**src/sv/ctb_pkg.sv**
```systemverilog
// shared types and codes of the column texture blend unit
package ctb_pkg;

	localparam int MAP_AW = 8;

	localparam logic [2:0] MODE_LOAD_TEXEL = 3'd0;
	localparam logic [2:0] MODE_LOAD_COLOR = 3'd1;
	localparam logic [2:0] MODE_LOAD_TRANS = 3'd2;
	localparam logic [2:0] MODE_START      = 3'd3;
	localparam logic [2:0] MODE_PIXEL      = 3'd4;

	localparam logic [2:0] DRAW_OPAQUE     = 3'd0;
	localparam logic [2:0] DRAW_TRANSLATED = 3'd1;
	localparam logic [2:0] DRAW_BLEND75    = 3'd2;
	localparam logic [2:0] DRAW_BLEND50    = 3'd3;
	localparam logic [2:0] DRAW_BLEND25    = 3'd4;

	localparam logic [1:0] REG_VIEW_CENTER  = 2'd0;
	localparam logic [1:0] REG_HALF_MASK    = 2'd1;
	localparam logic [1:0] REG_QUARTER_MASK = 2'd2;

	typedef enum logic [1:0] {
		OP_PIXEL = 2'd0,
		OP_TEXEL = 2'd1,
		OP_COLOR = 2'd2,
		OP_TRANS = 2'd3
	} op_t;

	typedef struct packed {
		logic [2:0]  draw_mode;
		logic [9:0]  row;
		logic [15:0] dest;
	} pix_info_t;

	typedef struct packed {
		logic       pix_go;
		logic [2:0] draw_mode;
		logic [9:0] row;
	} col_t;

	typedef struct packed {
		logic        go;
		op_t         op;
		logic [7:0]  index;
		logic [15:0] value;
		pix_info_t   pix;
	} issue_t;

endpackage

```
**src/sv/ctb_coord.sv**
```systemverilog
// column state: row range, draw mode and the 16.16 texture coordinate
module ctb_coord import ctb_pkg::*; #(
	parameter int TEX_AW = 7
) (
	input  logic                clk,
	input  logic                arst_n,
	input  logic                acc,
	input  logic [2:0]          mode,
	input  logic [9:0]          start_row,
	input  logic [9:0]          end_row,
	input  logic signed [31:0]  texture_mid,
	input  logic signed [31:0]  tex_step,
	input  logic [2:0]          draw_mode,
	input  logic [9:0]          view_center_row,
	output col_t                col,
	output logic [TEX_AW-1:0]   tex_idx
);

	logic [31:0] tex_coord_q;
	logic [31:0] coord_step_q;
	logic [2:0]  cur_mode_q;
	logic [9:0]  cur_row_q;
	logic [9:0]  last_row_q;
	logic        active_q;

	logic signed [10:0] diff;
	logic [31:0]        diff32;
	logic [31:0]        prod;
	logic [31:0]        start_coord;

	assign diff        = $signed({1'b0, start_row}) - $signed({1'b0, view_center_row});
	assign diff32      = 32'(diff);
	// only the low 32 bits of the product matter
	assign prod        = diff32 * $unsigned(tex_step);
	assign start_coord = $unsigned(texture_mid) + prod;

	always_ff @(posedge clk or negedge arst_n) begin
		if (!arst_n) begin
			tex_coord_q  <= '0;
			coord_step_q <= '0;
			cur_mode_q   <= '0;
			cur_row_q    <= '0;
			last_row_q   <= '0;
			active_q     <= 1'b0;
		end else if (acc) begin
			case (mode)
				MODE_START: begin
					coord_step_q <= $unsigned(tex_step);
					tex_coord_q  <= start_coord;
					cur_mode_q   <= draw_mode;
					cur_row_q    <= start_row;
					last_row_q   <= end_row;
					active_q     <= (end_row >= start_row);
				end
				MODE_PIXEL: begin
					if (active_q) begin
						if (cur_row_q >= last_row_q) begin
							active_q <= 1'b0;
						end else begin
							cur_row_q   <= cur_row_q + 10'd1;
							tex_coord_q <= tex_coord_q + coord_step_q;
						end
					end
				end
				default: begin
				end
			endcase
		end
	end

	assign col.pix_go    = active_q && (mode == MODE_PIXEL);
	assign col.draw_mode = cur_mode_q;
	assign col.row       = cur_row_q;
	assign tex_idx       = tex_coord_q[16 +: TEX_AW];

endmodule

```
**config.mk**
```make
export PLATFORM = sky130hd
export DESIGN_NAME = ctb_coord
export DESIGN_NICKNAME = d
export VERILOG_FILES = /design/src/sv/ctb_pkg.sv /design/src/sv/ctb_coord.sv
export SDC_FILE = /design/constraint.sdc
export NUM_CORES = 1
export LEC_CHECK = 0
export BUFFER_PORTS_ARGS = -buffer_cell sky130_fd_sc_hd__clkbuf_2
export CORE_MARGIN = 2
export CORE_UTILIZATION = 30
export CTS_BUF_LIST = sky130_fd_sc_hd__clkbuf_8
export DETAILED_ROUTE_END_ITERATION = 8
export PLACE_DENSITY = 0.53
export SETUP_SLACK_MARGIN = 0.05
export SKIP_LAST_GASP = 1
export SYNTH_ARGS = -nofsm -noshare
export SYNTH_HDL_FRONTEND = slang
export SYNTH_SLANG_ARGS = --single-unit
```
**constraint.sdc**
```tcl
create_clock -name clk -period 3.5 [get_ports clk]
set_clock_uncertainty 0.05 [all_clocks]
set_input_delay 0.7 -clock clk [delete_from_list [all_inputs] [get_ports clk]]
set_output_delay 0.7 -clock clk [all_outputs]
set_load 0.02 [all_outputs]
```
=== After elaboration in Yosys (flattened, before gate mapping) ===
Cells that the tools add are included.

* Register bits after elaboration: 88
* Bits of input ports: 103
* Word-level logic and storage cells: 31
* Output and inout port bits: 21

* Reductions and logical operators: 5
* Add/sub/neg operators: 4
* Multiplexer cells: 9
* Equality and inequality tests: 4
* Multipliers: 1
* Magnitude comparators: 2

{| class="wikitable"
|+ Operators with widths
! cell !! count
|-
| 32-bit adder || 2
|-
| 32-bit two-way mux || 2
|-
| 32-bit one-hot mux with 2 select lines || 1
|-
| 11-bit by 32-bit multiplier with 32-bit output || 1
|-
| 10-bit greater-or-equal comparator || 2
|-
| 10-bit two-way mux || 2
|-
| 10-bit one-hot mux with 2 select lines || 1
|-
| 10-bit by 10-bit subtractor with 11-bit output || 1
|-
| 10-bit by 1-bit adder with 10-bit output, second input constant || 1
|-
| 2-bit != test, second input constant || 2
|-
| 2-bit AND reduction || 2
|-
| 4-bit AND reduction || 1
|-
| 3-bit by 2-bit equality test with 1-bit output, second input constant || 1
|-
| 3-bit equality test, second input constant || 1
|-
| 1-bit two-way mux || 2
|-
| 1-bit one-hot mux with 2 select lines || 1
|-
| 2-bit nonzero test || 1
|-
| 1-bit logical AND || 1
|}

=== Depth between registers and ports, before layout ===
* Word-level depth: 4
* Mapped depth: 32

=== Worst setup path after synthesis ===
Ideal clock, no wire load.

* Kind: input port to flip-flop
* Start: in start_row[0]
* End: reg tex_coord_q[22]
* Stages: 30
* Arrival time: 7.510 ns
* Buffers on the path: 1
* Slack: -4.202 ns
* Required time: 3.308 ns
* Path through: inv_1 > ha_1 > inv_1 > fa_1 > a211oi_2 > o21ai_1 > a2111o_1 > a21o_1 > clkbuf_1 > and3_1 > fa_1 > inv_1 > fa_1 > inv_1 > fa_1 > fa_1 > inv_1 > fa_1 > inv_1 > ha_1 > a21o_1 > a211o_1 > o211ai_1 > a21oi_1 > a222oi_1 > a21oi_1 > xnor2_1 > xor2_1 > a211oi_1 > o2111ai_1

* Word-level cells in the longest chain between the ends: 4

{| class="wikitable"
|+ Ends and longest elaborated chain
! element !! line !! text
|-
| start, declared || ctb_coord.sv:9 || <nowiki>input logic [9:0] start_row,</nowiki>
|-
| 10-bit by 10-bit subtractor with 11-bit output || ctb_coord.sv:31 || <nowiki>assign diff = $signed({1'b0, start_row}) - $signed({1'b0, view_center_row});</nowiki>
|-
| 11-bit by 32-bit multiplier with 32-bit output || ctb_coord.sv:34 || <nowiki>assign prod = diff32 * $unsigned(tex_step);</nowiki>
|-
| 32-bit adder || ctb_coord.sv:35 || <nowiki>assign start_coord = $unsigned(texture_mid) + prod;</nowiki>
|-
| 32-bit one-hot mux with 2 select lines || ctb_coord.sv:46 || <nowiki>case (mode)</nowiki>
|-
| end signal, assigned || ctb_coord.sv:49 || <nowiki>tex_coord_q <= start_coord;</nowiki>
|-
| end signal, assigned || ctb_coord.sv:61 || <nowiki>tex_coord_q <= tex_coord_q + coord_step_q;</nowiki>
|-
| end, declared || ctb_coord.sv:19 || <nowiki>logic [31:0] tex_coord_q;</nowiki>
|}

No other way between the ends.
A chain may end at the register's enable or synchronous reset.

=== Worst setup path in the final report ===
Same ends and word-level chain as after synthesis.

==> results.yml <==
clocking:
  cts_hold_buf: 0
  cts.reportedPaths.clkPinSlew_ns: 0.08
  cts_buffers: 9
  cts_max_level: 3
  clkSinkCount: 70
  clock_insertion_delay_worst_skew_ns: 0.36
  clk_path_buf_depth: 2
  clk_root_buffer_cell: "clkbuf_8"
  tritoncts: "done"
cells_and_area:
  final_layout_size_suffix_gt1_share_pct: 26.08
  mostFrequentLayoutCell: "inv_1"
  area_delta_synth_final_pct: 29.28
  num-nets-final: 1962
  insertedDiodeCount: 0
  final_cell_mix: "inv_1, nand2_1, fa_1, buf_4, clkbuf_2"
  final_design_area_no_fill_um2: 14750
critical_path:
  crit_required_ns: 3.67
  worstSetupStartpointType: "primary input"
  critPathMaxFanout: 5
  critical_path.max_stage_delay_ns: 0.53
  rrSetupSlack_ns: 0.24
  setup_crit_end_kind: "register"
  crit_arrival_ns: 7.54
  timing_worst_setup_path_type: "primary input to register"
  timing.critical_path.slowest_stage_cell: "fa_1"
route:
  drt_wl_total_um: 32470
  drc: 0
  drt-wirelength-per-cell_um: 15.45
  dr.pass1.iters: 5
  route.antenna.remaining_nets: 0
  num_vias: 9638
  drt-vias-per-instance: 4.585
  detailedRoute.firstIterationViolations: 560
outcome:
  run_status: "finished with violations"
  failed_checks: "setup timing"
place:
  dpl_cell_area_um2: 13800
  port_buffers: 105
  globalplace.congestion: 0.8468
  post-dp-hpwl_um: 26220
yosys:
  async_flop_share_pct: 100.0
  synthesis.area_um2: 11410
  count_of_flip_flops_with_a_built_in_enable_after_synthesis: 0
  synth-seq-area-share_pct: 15.35
  netlist_instances: 1361
  syn_area_per_cell_um2: 8.382
  synth.ff_latch_count: 70
  synth_flop_cell: "dfrtp_1"
  ys.warnings.count: 0
  netlist-cell-type-count: 60
  syn-num-nets: 1737
timing:
  worst_slew_pin_slew_ns: 0.9732
  finalSetupTns_ns: -54.59
  achievable-frequency_mhz: 135.7
  postLayoutSetupSlackWorst_ns: -3.870
  timing_hold_violations_final: 0
  period_minus_slack_ns: 7.370
  slew_viol_final: 0
  fin_crit_sh_pct: 210.6
  maxSlewHeadroom_pct: 35.12
  unrepaired_setup_endpoints_after_global_routing: "yes"
  setup-violations-final: 20
floorplanning:
  design.die.area_um2: 39610
  y_dimension_of_the_die_um: 199.0
  fp.dieW_um: 199.0
  total_core_area_um2: 37580
  io_pins: 124
  placement_rows: 71
  initial_utilization_pct: 30.36
flow_run:
  timing.max_cap.violations: 0
hold_path:
  path_class_of_the_lowest_slack_min_delay_path: "primary input to async pin"
global_routing:
  grt_pass1_vias: 9977
  groute.usage.overall_pct: 17.22
  antenna_found_initial: 1
  grt_max_degree: 71
  grt-ovfl-total: 0
  grt_first_pass_wirelength_um: 53230
cell type report:
cell class,instances,area [µm²]
clock inverters,5,81.33
fillers,3858,22830
flip-flops and latches,70,1752
clock buffers,11,151.4
inverters,253,967.2
repair buffers,273,1973
multi-input cells,979,9185
well taps,511,639.4
cells by family (layout without fill, tap and decap cells):
kind of cell,count (synthesis),after routing,synth area share [%]
buffers and inverters,313,542,10.63
XOR/XNOR,58,58,4.584
AND/OR/NAND/NOR,448,448,18.04
adder cells (fa/ha/maj),273,273,40.60
multiplexers,2,2,0.1864
flip-flops,70,70,15.35
AO/OA/AOI/OAI,197,198,10.61
sequential cells by signal, summed over array words and instances, names as in the netlist:
register      flops
active_q          1
coord_step_q     23
cur_mode_q        3
cur_row_q        10
last_row_q       10
tex_coord_q      23
synth_stat cells (all sizes together), types with 2 or more instances:
cell / n / area, µm²
nor2b: 13 / 81.33
clkbuf: 47 / 176.4
a21o: 22 / 165.2
xor2: 15 / 131.4
fa: 162 / 3243
or2: 8 / 50.05
o31ai: 4 / 30.03
or4: 2 / 15.01
o211ai: 3 / 22.52
nand3: 14 / 75.07
a21oi: 62 / 310.3
a211oi: 6 / 50.05
and3: 13 / 81.33
a2111oi: 2 / 17.52
buf: 13 / 86.32
and2: 56 / 350.3
nor3: 8 / 40.04
nand2b: 29 / 181.4
a211o: 2 / 17.52
o21bai: 4 / 30.03
xnor2: 42 / 367.9
nor4: 2 / 12.51
or3: 3 / 18.77
a31oi: 9 / 56.30
a31o: 3 / 26.28
nand4: 2 / 12.51
o22ai: 6 / 37.54
nand2: 234 / 885.9
o21a: 7 / 52.55
inv: 253 / 949.7
o21ai: 54 / 270.3
nor2: 61 / 229.0
ha: 111 / 1389
dfrtp: 70 / 1752
metrics by stage:
stage | cells | hold slack [ns] | worst slack [ns] | util (%)
5_1_grt | 2102 | 0.4575 | -4.173 | 39.25
2_1_floorplan | 1361 | 0.3544 | -3.679 | -
3_3_place_gp | 2060 | 0.4112 | -4.350 | 36.71
4_1_cts | 2092 | 0.4380 | -3.934 | 38.37
6_report | 2102 | 0.4139 | -3.870 | 39.25
3_5_place_dp | 2060 | 0.4191 | -4.531 | 36.71
timing repair:
item / CTS / global route
setup endpoints to repair: 21 / 31
pin swaps: 56 / 52
buffers inserted: 15 / 10
gates resized for setup: 52 / 50
gates cloned: 2 / 0
critical path: cells and delay by family:
family | cells | cell delay, ns
AOI/OAI and AO/OA | 13 | 2.66
xor gates and xnor gates | 2 | 0.32
adders and majority gates | 8 | 3.05
buffers and inverters | 7 | 0.54
and+or+nand+nor | 1 | 0.24
per-layer routing:
layer,track usage (%),wire [µm]
met3,2.102,1112
met4,2.653,429
met1,23.80,15190
met5,0,0
met2,29.37,15740
path summary, 6_finish.rpt:
check                                        to            from  cells past startpoint
worst max-delay path            tex_coord_q[22]    start_row[0]                     31
worst min-delay path             tex_coord_q[1]          arst_n                      1
worst max register to register  tex_coord_q[22]  tex_coord_q[0]                     14
worst min register to register    cur_mode_q[2]   cur_mode_q[2]                      2
max in group asynchronous          cur_row_q[3]          arst_n                      1
min in group clk                  cur_mode_q[2]   cur_mode_q[2]                      2
Power is not shown: default switching activity piles up to over one toggle a cycle in this logic, so the estimate is an artifact.
