## src/sv/ctb_pkg.sv

```systemverilog
// shared types and codes of the column texture blend unit
package ctb_pkg;

	localparam int MAP_AW = 8;

	localparam logic [2:0] MODE_LOAD_TEXEL = 3'd0;
	localparam logic [2:0] MODE_LOAD_COLOR = 3'd1;
	localparam logic [2:0] MODE_LOAD_TRANS = 3'd2;
	localparam logic [2:0] MODE_START      = 3'd3;
	localparam logic [2:0] MODE_PIXEL      = 3'd4;

	localparam logic [2:0] DRAW_OPAQUE     = 3'd0;
	localparam logic [2:0] DRAW_TRANSLATED = 3'd1;
	localparam logic [2:0] DRAW_BLEND75    = 3'd2;
	localparam logic [2:0] DRAW_BLEND50    = 3'd3;
	localparam logic [2:0] DRAW_BLEND25    = 3'd4;

	localparam logic [1:0] REG_VIEW_CENTER  = 2'd0;
	localparam logic [1:0] REG_HALF_MASK    = 2'd1;
	localparam logic [1:0] REG_QUARTER_MASK = 2'd2;

	typedef enum logic [1:0] {
		OP_PIXEL = 2'd0,
		OP_TEXEL = 2'd1,
		OP_COLOR = 2'd2,
		OP_TRANS = 2'd3
	} op_t;

	typedef struct packed {
		logic [2:0]  draw_mode;
		logic [9:0]  row;
		logic [15:0] dest;
	} pix_info_t;

	typedef struct packed {
		logic       pix_go;
		logic [2:0] draw_mode;
		logic [9:0] row;
	} col_t;

	typedef struct packed {
		logic        go;
		op_t         op;
		logic [7:0]  index;
		logic [15:0] value;
		pix_info_t   pix;
	} issue_t;

endpackage

```

## src/sv/ctb_blend.sv

```systemverilog
// pixel blend and output register
module ctb_blend import ctb_pkg::*; (
	input  logic        clk,
	input  logic        arst_n,
	input  logic        v_s3,
	input  pix_info_t   pix_s3,
	input  logic [15:0] color_s3,
	input  logic [15:0] half_mask,
	input  logic [15:0] quarter_mask,
	input  logic        out_stall,
	output logic        rdy_out,
	output logic        out_valid,
	output logic [15:0] pixel_out,
	output logic [9:0]  row
);

	logic        out_valid_q;
	logic [15:0] pixel_q;
	logic [9:0]  row_q;
	logic [15:0] src, dst;
	logic [15:0] h_src, q_src, h_dst, q_dst;
	logic [15:0] blend;

	assign src   = color_s3;
	assign dst   = pix_s3.dest;
	assign h_src = (src >> 1) & half_mask;
	assign q_src = (src >> 2) & quarter_mask;
	assign h_dst = (dst >> 1) & half_mask;
	assign q_dst = (dst >> 2) & quarter_mask;

	always_comb begin
		case (pix_s3.draw_mode)
			DRAW_BLEND75: blend = q_dst + h_src + q_src;
			DRAW_BLEND50: blend = h_dst + h_src;
			DRAW_BLEND25: blend = h_dst + q_dst + q_src;
			// translated pixels already come from the remapped color entry
			default:      blend = src;
		endcase
	end

	assign rdy_out = !out_valid_q || !out_stall;

	always_ff @(posedge clk or negedge arst_n) begin
		if (!arst_n) begin
			out_valid_q <= 1'b0;
		end else if (rdy_out) begin
			out_valid_q <= v_s3;
		end
	end

	always_ff @(posedge clk) begin
		if (rdy_out && v_s3) begin
			pixel_q <= blend;
			row_q   <= pix_s3.row;
		end
	end

	assign out_valid = out_valid_q;
	assign pixel_out = pixel_q;
	assign row       = row_q;

endmodule

```

## config.mk

```make
export PLATFORM = sky130hd
export DESIGN_NAME = ctb_blend
export DESIGN_NICKNAME = d
export VERILOG_FILES = /design/src/sv/ctb_pkg.sv /design/src/sv/ctb_blend.sv
export SDC_FILE = /design/constraint.sdc
export NUM_CORES = 1
export LEC_CHECK = 0
export BUFFER_PORTS_ARGS = -buffer_cell sky130_fd_sc_hd__buf_2
export CAP_MARGIN = 10
export CORE_MARGIN = 3
export CORE_UTILIZATION = 60
export CTS_CLUSTER_SIZE = 10
export DETAILED_ROUTE_END_ITERATION = 6
export GPL_ROUTABILITY_DRIVEN = 0
export MAX_ROUTING_LAYER = met4
export PLACE_DENSITY = 0.91
export SETUP_SLACK_MARGIN = 0.1
export SYNTH_ARGS = -nofsm -noshare
export SYNTH_HDL_FRONTEND = slang
export SYNTH_SLANG_ARGS = --single-unit
```

## constraint.sdc

```tcl
create_clock -name clk -period 3.99 [get_ports clk]
set_input_delay 0.798 -clock clk [delete_from_list [all_inputs] [get_ports clk]]
set_output_delay 0.798 -clock clk [all_outputs]
set_load 0.005 [all_outputs]
```

=== Word-level counts from Yosys, hierarchy flattened ===
Cells that the tools add are included.

* Register bits after elaboration: 27
* Output and inout port bits: 28
* Word-level logic and storage cells: 20

* Add/sub/neg operators: 5
* Equal/unequal tests: 3
* Muxes and demuxes: 1
* Bitwise operators: 4
* Reduce and logical (&&, ||, !) cells: 4

{| class="wikitable"
|+ Operator list
! operator !! count
|-
| adder 16 bit || 5
|-
| one-hot mux 16 bit (3 select lines) || 1
|-
| AND 14 x 16 -> 16 bit || 2
|-
| AND 15 x 16 -> 16 bit || 2
|-
| equality test 3 x 2 -> 1 bit, second input constant || 2
|-
| equality test 3 bit, second input constant || 1
|-
| logical NOT 1 bit || 2
|-
| logical AND 1 bit || 1
|-
| logical OR 1 bit || 1
|}

=== Logic depth before layout (Yosys ltp) ===
Gate-level depths: netlist (run 1).

* Word-level depth: 4
* Mapped depth: 13

=== Worst setup path after synthesis (run 1) ===
Ideal clock, no wire load.

* Path kind: input to register
* Start point: input port half_mask[1]
* End point: register pixel_q[13] (netlist: pixel_out[13]), data pin
* Arrival time: 3.389 ns
* Slack: 0.340 ns
* Stages on the path: 11
* Path buffers: 0
* Cells stage by stage: and2_1 fa_1 ha_1 fa_1 a211oi_1 o21a_1 o22ai_1 o32ai_1 xor2_1 nor2_1 o32a_1

* Word-level cells in the longest chain between the ends: 4
* Elaborated cells on any way between the ends: 8

{| class="wikitable"
|+ RTL lines
! element !! RTL line !! source
|-
| start, declared || ctb_blend.sv:8 || <nowiki>input logic [15:0] half_mask,</nowiki>
|-
| AND 15 x 16 -> 16 bit (on tied branches) || ctb_blend.sv:28, ctb_blend.sv:26 ||
|-
| adder 16 bit (on tied branches) (2 in a row) || ctb_blend.sv:35, ctb_blend.sv:33 ||
|-
| one-hot mux 16 bit (3 select lines) (*) || ctb_blend.sv:32 || <nowiki>case (pix_s3.draw_mode)</nowiki>
|-
| named net blend[13] || ctb_blend.sv:22 || <nowiki>logic [15:0] blend;</nowiki>
|-
| end signal, assigned || ctb_blend.sv:53 || <nowiki>pixel_q <= blend;</nowiki>
|-
| end, declared || ctb_blend.sv:18 || <nowiki>logic [15:0] pixel_q;</nowiki>
|}

Mark *: on every way through the listed nets, which the timed path passes. The rest lies on a longest branch.
A chain may end at the register's enable or synchronous reset.

=== Worst setup path in the final report (run 1) ===
Same ends and word-level chain as after synthesis.

==> results of run 1 <==
[area by class of cell]
| cell class | count | area [µm²] | area share |
|---|---|---|---|
| Clock buffer | 4 | 45.04 | 0.008729 |
| Inverter | 77 | 289.0 | 0.05601 |
| Multi-Input combinational cell | 444 | 3327 | 0.6448 |
| Sequential cell | 27 | 805.8 | 0.1562 |
| Tap cell | 96 | 120.1 | 0.02328 |
| Timing Repair Buffer | 111 | 573.1 | 0.1111 |
[worst max-delay path: stages]
cell and delay, ps:
buf_2 110, and2_1 180, fa_1 470, ha_1 240, fa_1 490, a211oi_2 260
o21a_1 170, o22ai_1 120, o32ai_1 300, xor2_1 200, nor2_1 80, o32a_1 310
[flip-flops by register name, summed over array words and instances (netlist names)]
name       count
out_valid      1
row           10
pixel_out     16
[worst max-delay path by stage]
| stage | cells past startpoint | endpoint | start | slack, ps |
|---|---|---|---|---|
| finish | 12 | pixel_out[13]$_DFFE_PP_ | half_mask[1] | 270 |
| global route | 12 | pixel_out[13]$_DFFE_PP_ | half_mask[1] | 160 |
| CTS | 12 | pixel_out[13]$_DFFE_PP_ | half_mask[1] | 230 |
| detailed placement | 12 | pixel_out[13]$_DFFE_PP_ | half_mask[1] | -30 |
| global placement | 12 | pixel_out[13]$_DFFE_PP_ | half_mask[1] | 10 |
| floorplan | 11 | pixel_out[13]$_DFFE_PP_ | half_mask[1] | 340 |
[through the flow]
stage,instances,area [µm²],setup WS (ps)
finish,759,5160,272.3
global route,759,5160,160.3
CTS,759,5155,232.9
detailed placement,755,5110,-32.34
global placement,755,5110,14.79
floorplan,561,4486,340.4
[power groups by stage]
stage	sequential (mW)	clock (mW)	combinational [mW]
after CTS	0.344	0.149	0.664
after global routing	0.345	0.159	0.754
after detailed placement	0.351	0	0.660
after global placement	0.350	0	0.627
final	0.344	0.149	0.683
after floorplan	0.353	0	0.452
[layer usage]
metal / track usage / vias to the layer above / part of all wire
li1: - / 2162 / -
met1: 0.3628 / 2140 / 0.39
met2: 0.5281 / 332 / 0.48
met3: 0.03737 / 61 / 0.11
met4: 0.06559 / 0 / 0.027
met5: - / - / 0
[synthesized netlist by cell type, drive strengths merged (5+ instances only)]
library cell / count
fa: 26
nand3: 6
o21bai: 7
inv: 77
a211oi: 5
o21a: 6
and3: 11
ha: 43
xor2: 26
a21oi: 33
nor2: 34
xnor2: 14
a221oi: 8
and2: 11
a21o: 20
clkbuf: 9
edfxtp: 26
a31oi: 5
a22oi: 6
o21ai: 38
nand2: 89
[logic make-up (layout without fill, tap and decap cells)]
logic type | Yosys count | count (layout) | share of synthesized area
flops | 27 | 27 | 0.1796
xor+xnor | 40 | 40 | 0.07810
mux | 4 | 4 | 0.008926
buf+inv | 90 | 192 | 0.07978
simple gates | 171 | 171 | 0.1704
fa+ha+maj | 72 | 72 | 0.2430
compound gates | 157 | 157 | 0.2402
[what timing repair did]
item,in CTS,in global routing
gates resized for setup,0,1
setup endpoints to repair,0,2
buffers inserted,0,0
==> impl_metrics.ini, run 1 <==
[outcome]
status = finished clean

[synthesis]
netlist.area_leader.share = 0.1741
ys_seq_elements = 27
synthTopCellsByArea = edfxtp_1, ha_1, fa_1, nand2_1, inv_1
syn_avg_cell_area_um2 = 7.996
async_flop_share = 0.03704
ys_types = 60
synth-edff-count = 26
yosysWarnings = 0
yosysTopAreaCell = edfxtp_1
syn_area_um2 = 4486
synthCells = 561
synth_seq_area_share = 0.1796
synth_fp_nets = 711
ys.flop_type = edfxtp_1

[final_layout]
drive_gt1_frac = 0.1885
syn2layout_area_growth_pct = 15.03
fin_util = 0.7351
final_common_cell = buf_2
n_fill_cell = 546
final_nets = 814
diodes = 0
mostFrequentLayoutCells = buf_2, nand2_1, inv_1

[clocking]
clk_latency_ps = 270
cts-htree-levels = 1
hold_buffers = 0
clkTransAtPathRegs_ps = 80
cts_root_buf = clkbuf_8
ctsLongestPathBuffers = 2
cts_buffers = 3
cts_tree = done
cts.sinks = 27

[power_and_ir_drop]
p_int_mw = 0.6838
p_per_area_nw_per_um2 = 228.0
ir_drop_mv = 0.1356
switchingPower_mw = 0.4924
clkPwrFrac = 0.127
pwr-share-comb = 0.581
p_leak_nw = 2.743
seqPwrFrac = 0.292
power_mw = 1.176
p_sw_frac = 0.4187

[setup_path]
r2r.worst_path.cells = 2
start_kind = primary input
worstReg2RegStart = out_valid$_DFFE_PN0N_
cp_max_fo = 3
setup.worst_path.class = in -> reg
r2r_setup_slack_ps = 2250
critPathRequiredTime_ps = 4010
r2r_end = pixel_out[10]$_DFFE_PP_
critPathCaptureType = flip-flop
worstPathArrival_ps = 3740

[route]
wl_per_cell_um = 16.59
wl_um = 12600
vias = 4695
first_iter_violations = 645
dr.pass1.iters = 7
drc = 0
via_per_inst = 6.186
final_antenna_net_count = 0

[floorplan]
core-area_um2 = 7019
die_area_um2 = 8550
die_w_um = 92.47
pin_count = 109
die_h_um = 92.47
rows = 30
start_util = 0.6390

[worst_hold_path]
hold_path.class = in -> async

[global_route]
grt_max_degree = 27
grt_antenna_before_repair = 0
globalRouteOverflowTotal = 0
track_usage = 0.2977
grt_pass1_vias = 4542
grt_pass1_wl_um = 20450

[timing]
fin_crit_sh = 0.9317
max_freq_ghz = 0.2690
clock-skew-final_ps = 3.049
setup_viol = 0
slew_viol_final = 0
hold-worst-slack_ps = 286.0
fin_setup_tns_ps = 0
slew_headroom = 0.2733
min_period_ps = 3718
tightest_slew_ps = 1090
rsz0062_at_grt = false
hold_viol = 0

[placement]
io_buffers = 104
hpwl_um = 10640

[flow_run]
maxCapViolations = 0
Note: power is estimated with default switching activity, not from simulation.
==> run 2, diff against run 1 <==
--- a/config.mk
+++ b/config.mk
@@ -6,14 +6,14 @@
 export NUM_CORES = 1
 export LEC_CHECK = 0
 export BUFFER_PORTS_ARGS = -buffer_cell sky130_fd_sc_hd__buf_2
-export CAP_MARGIN = 10
+export CAP_MARGIN = 20
 export CORE_MARGIN = 3
 export CORE_UTILIZATION = 60
 export CTS_CLUSTER_SIZE = 10
 export DETAILED_ROUTE_END_ITERATION = 6
 export GPL_ROUTABILITY_DRIVEN = 0
 export MAX_ROUTING_LAYER = met4
-export PLACE_DENSITY = 0.91
+export PLACE_DENSITY = 0.95
 export SETUP_SLACK_MARGIN = 0.1
 export SYNTH_ARGS = -nofsm -noshare
 export SYNTH_HDL_FRONTEND = slang
==> run 2 against run 1 <==
Maximum frequency decreased by 0.63%; total power increased by 0.76%; sequential share of layout area barely moved; register-to-register slack better by 320 ps; worst setup slack got worse by 24 ps; hold slack got worse by 5.9 ps; first-iteration DRC count rose by 44%; critical path depth is the same; utilization up 0.21 points; via count increased by 0.64%; routed wire length increased by 1.8%; largest cell class unchanged.
==> impl_metrics.ini, run 2 (synthesis gave the netlist of run 1 again) <==
[outcome]
status = finished clean

[placement]
hpwl_um = 10710
io_buffers = 104
dpl-instance-area_um2 = 5110

[floorplan]
die_area_um2 = 8550
pin_count = 109
die_h_um = 92.47
core-area_um2 = 7019
die_w_um = 92.47
start_util = 0.6390
rows = 30

[power_and_ir_drop]
p_per_area_nw_per_um2 = 229.0
clkPwrFrac = 0.128
seqPwrFrac = 0.289
ir_drop_mv = 0.1266
p_leak_nw = 2.751
p_sw_frac = 0.4207
switchingPower_mw = 0.4986
p_int_mw = 0.6866
pwr-share-comb = 0.583

[final_layout]
fin_util = 0.7373
n_fill_cell = 500
final_area_um2 = 5175
mostFrequentLayoutCells = buf_2, nand2_1, inv_1
syn2layout_area_growth_pct = 15.37
drive_gt1_frac = 0.1898
final_common_cell = buf_2
diodes = 0
final_nets = 815
largest_reg_flops = 16

[clocking]
hold_buffers = 0
ctsLongestPathBuffers = 2
cts-htree-levels = 1
cts_root_buf = clkbuf_8
cts_tree = done
cts_setup_buffers = 0
clk_latency_ps = 270
clkTransAtPathRegs_ps = 90
cts_buffers = 3
cts.sinks = 27

[setup_path]
setup.worst_path.class = in -> reg
cpPeakStageDelay_ps = 490
cp_max_fo = 3
crit_buf_inv = 1
crit_top_cell = fa_1
r2r.worst_path.cells = 3
worstPathArrival_ps = 3770
start_kind = primary input
critPathCaptureType = flip-flop
critPathRequiredTime_ps = 4020
endpoint = pixel_out[13]$_DFFE_PP_
cp_top_family = compound AO/OA/AOI/OAI gates
r2r_end = row[9]$_DFFE_PP_
path_cells = buf_2, and2_1, fa_1, ha_1, fa_1, a211oi_2, o21a_1, o22ai_1, o32ai_1, xor2_1, nor2_1, o32a_1
cp_slowest_cell = fa_1
r2r_setup_slack_ps = 2570
crit_start = half_mask[1]
worstReg2RegStart = out_valid$_DFFE_PN0N_
path_depth = 12

[global_route]
grt_max_degree = 27
grt_antenna_before_repair = 0
globalRouteOverflowTotal = 0
track_usage = 0.3016
grt_pass1_wl_um = 20610
grt_pass1_vias = 4553

[route]
dr.pass1.iters = 6
via_per_inst = 6.217
wl_per_cell_um = 16.87
vias = 4725
wl_um = 12820
drc = 0
first_iter_violations = 927
final_antenna_net_count = 0

[timing]
min_period_ps = 3741
hold-worst-slack_ps = 280.1
max_freq_ghz = 0.2673
tightest_slew_ps = 748.5
clock-skew-final_ps = 2.369
fin_crit_sh = 0.9377
setup_viol = 0
slew_headroom = 0.4991
rsz0062_at_grt = false
fin_setup_tns_ps = 0
slew_viol_final = 0
hold_viol = 0

[worst_hold_path]
hold_path.class = in -> async

[flow_run]
maxCapViolations = 0
[run 2: cell type report]
| class | instances | area [µm²] | share of cell area |
|---|---|---|---|
| tap | 96 | 120.1 | 0.02321 |
| timing repair buffer | 112 | 588.1 | 0.1136 |
| clock buffer | 4 | 45.04 | 0.008704 |
| multi-input combinational | 444 | 3327 | 0.6429 |
| inverter | 77 | 289.0 | 0.05585 |
| sequential | 27 | 805.8 | 0.1557 |
[run 2: how the worst min path moves through the flow]
| stage | start | endpoint | slack, ps | cells after the start |
|---|---|---|---|---|
| 2_1_floorplan | arst_n | out_valid$_DFFE_PN0N_ | 500 | 0 |
| 3_3_place_gp | out_valid$_DFFE_PN0N_ | out_valid$_DFFE_PN0N_ | 500 | 2 |
| 3_5_place_dp | out_valid$_DFFE_PN0N_ | out_valid$_DFFE_PN0N_ | 540 | 2 |
| 4_1_cts | arst_n | out_valid$_DFFE_PN0N_ | 280 | 1 |
| 5_1_grt | arst_n | out_valid$_DFFE_PN0N_ | 280 | 1 |
| 6_report | arst_n | out_valid$_DFFE_PN0N_ | 280 | 1 |
[run 2: power by group through the flow]
| stage | Combinational, mW | Clock [mW] | Sequential, mW |
|---|---|---|---|
| after floorplan | 0.452 | 0 | 0.353 |
| after CTS | 0.668 | 0.149 | 0.343 |
| after global routing | 0.756 | 0.162 | 0.344 |
| final | 0.691 | 0.151 | 0.342 |
| after global placement | 0.625 | 0 | 0.349 |
| after detailed placement | 0.661 | 0 | 0.350 |
[run 2: metrics by stage]
step / total power [mW] / setup WS [ps] / instances
after floorplan: 0.8049 / 340.4 / 561
after global placement: 0.9747 / -9.554 / 755
after detailed placement: 1.011 / -115.3 / 755
after CTS: 1.160 / 153.8 / 759
after global routing: 1.262 / 149.6 / 760
final: 1.185 / 248.6 / 760
[run 2: timing repair]
| item | CTS | global route |
|---|---|---|
| resized for setup | 0 | 1 |
| endpoints found under the setup margin | 0 | 2 |
| endpoints found under the hold margin | 0 | 0 |
[run 2: routing by layer]
metal	track usage	vias to the layer above	part of all wire
li1	-	2161	-
met1	0.3618	2157	0.37
met2	0.5190	344	0.49
met3	0.04305	63	0.12
met4	0.1052	0	0.030
met5	-	-	0
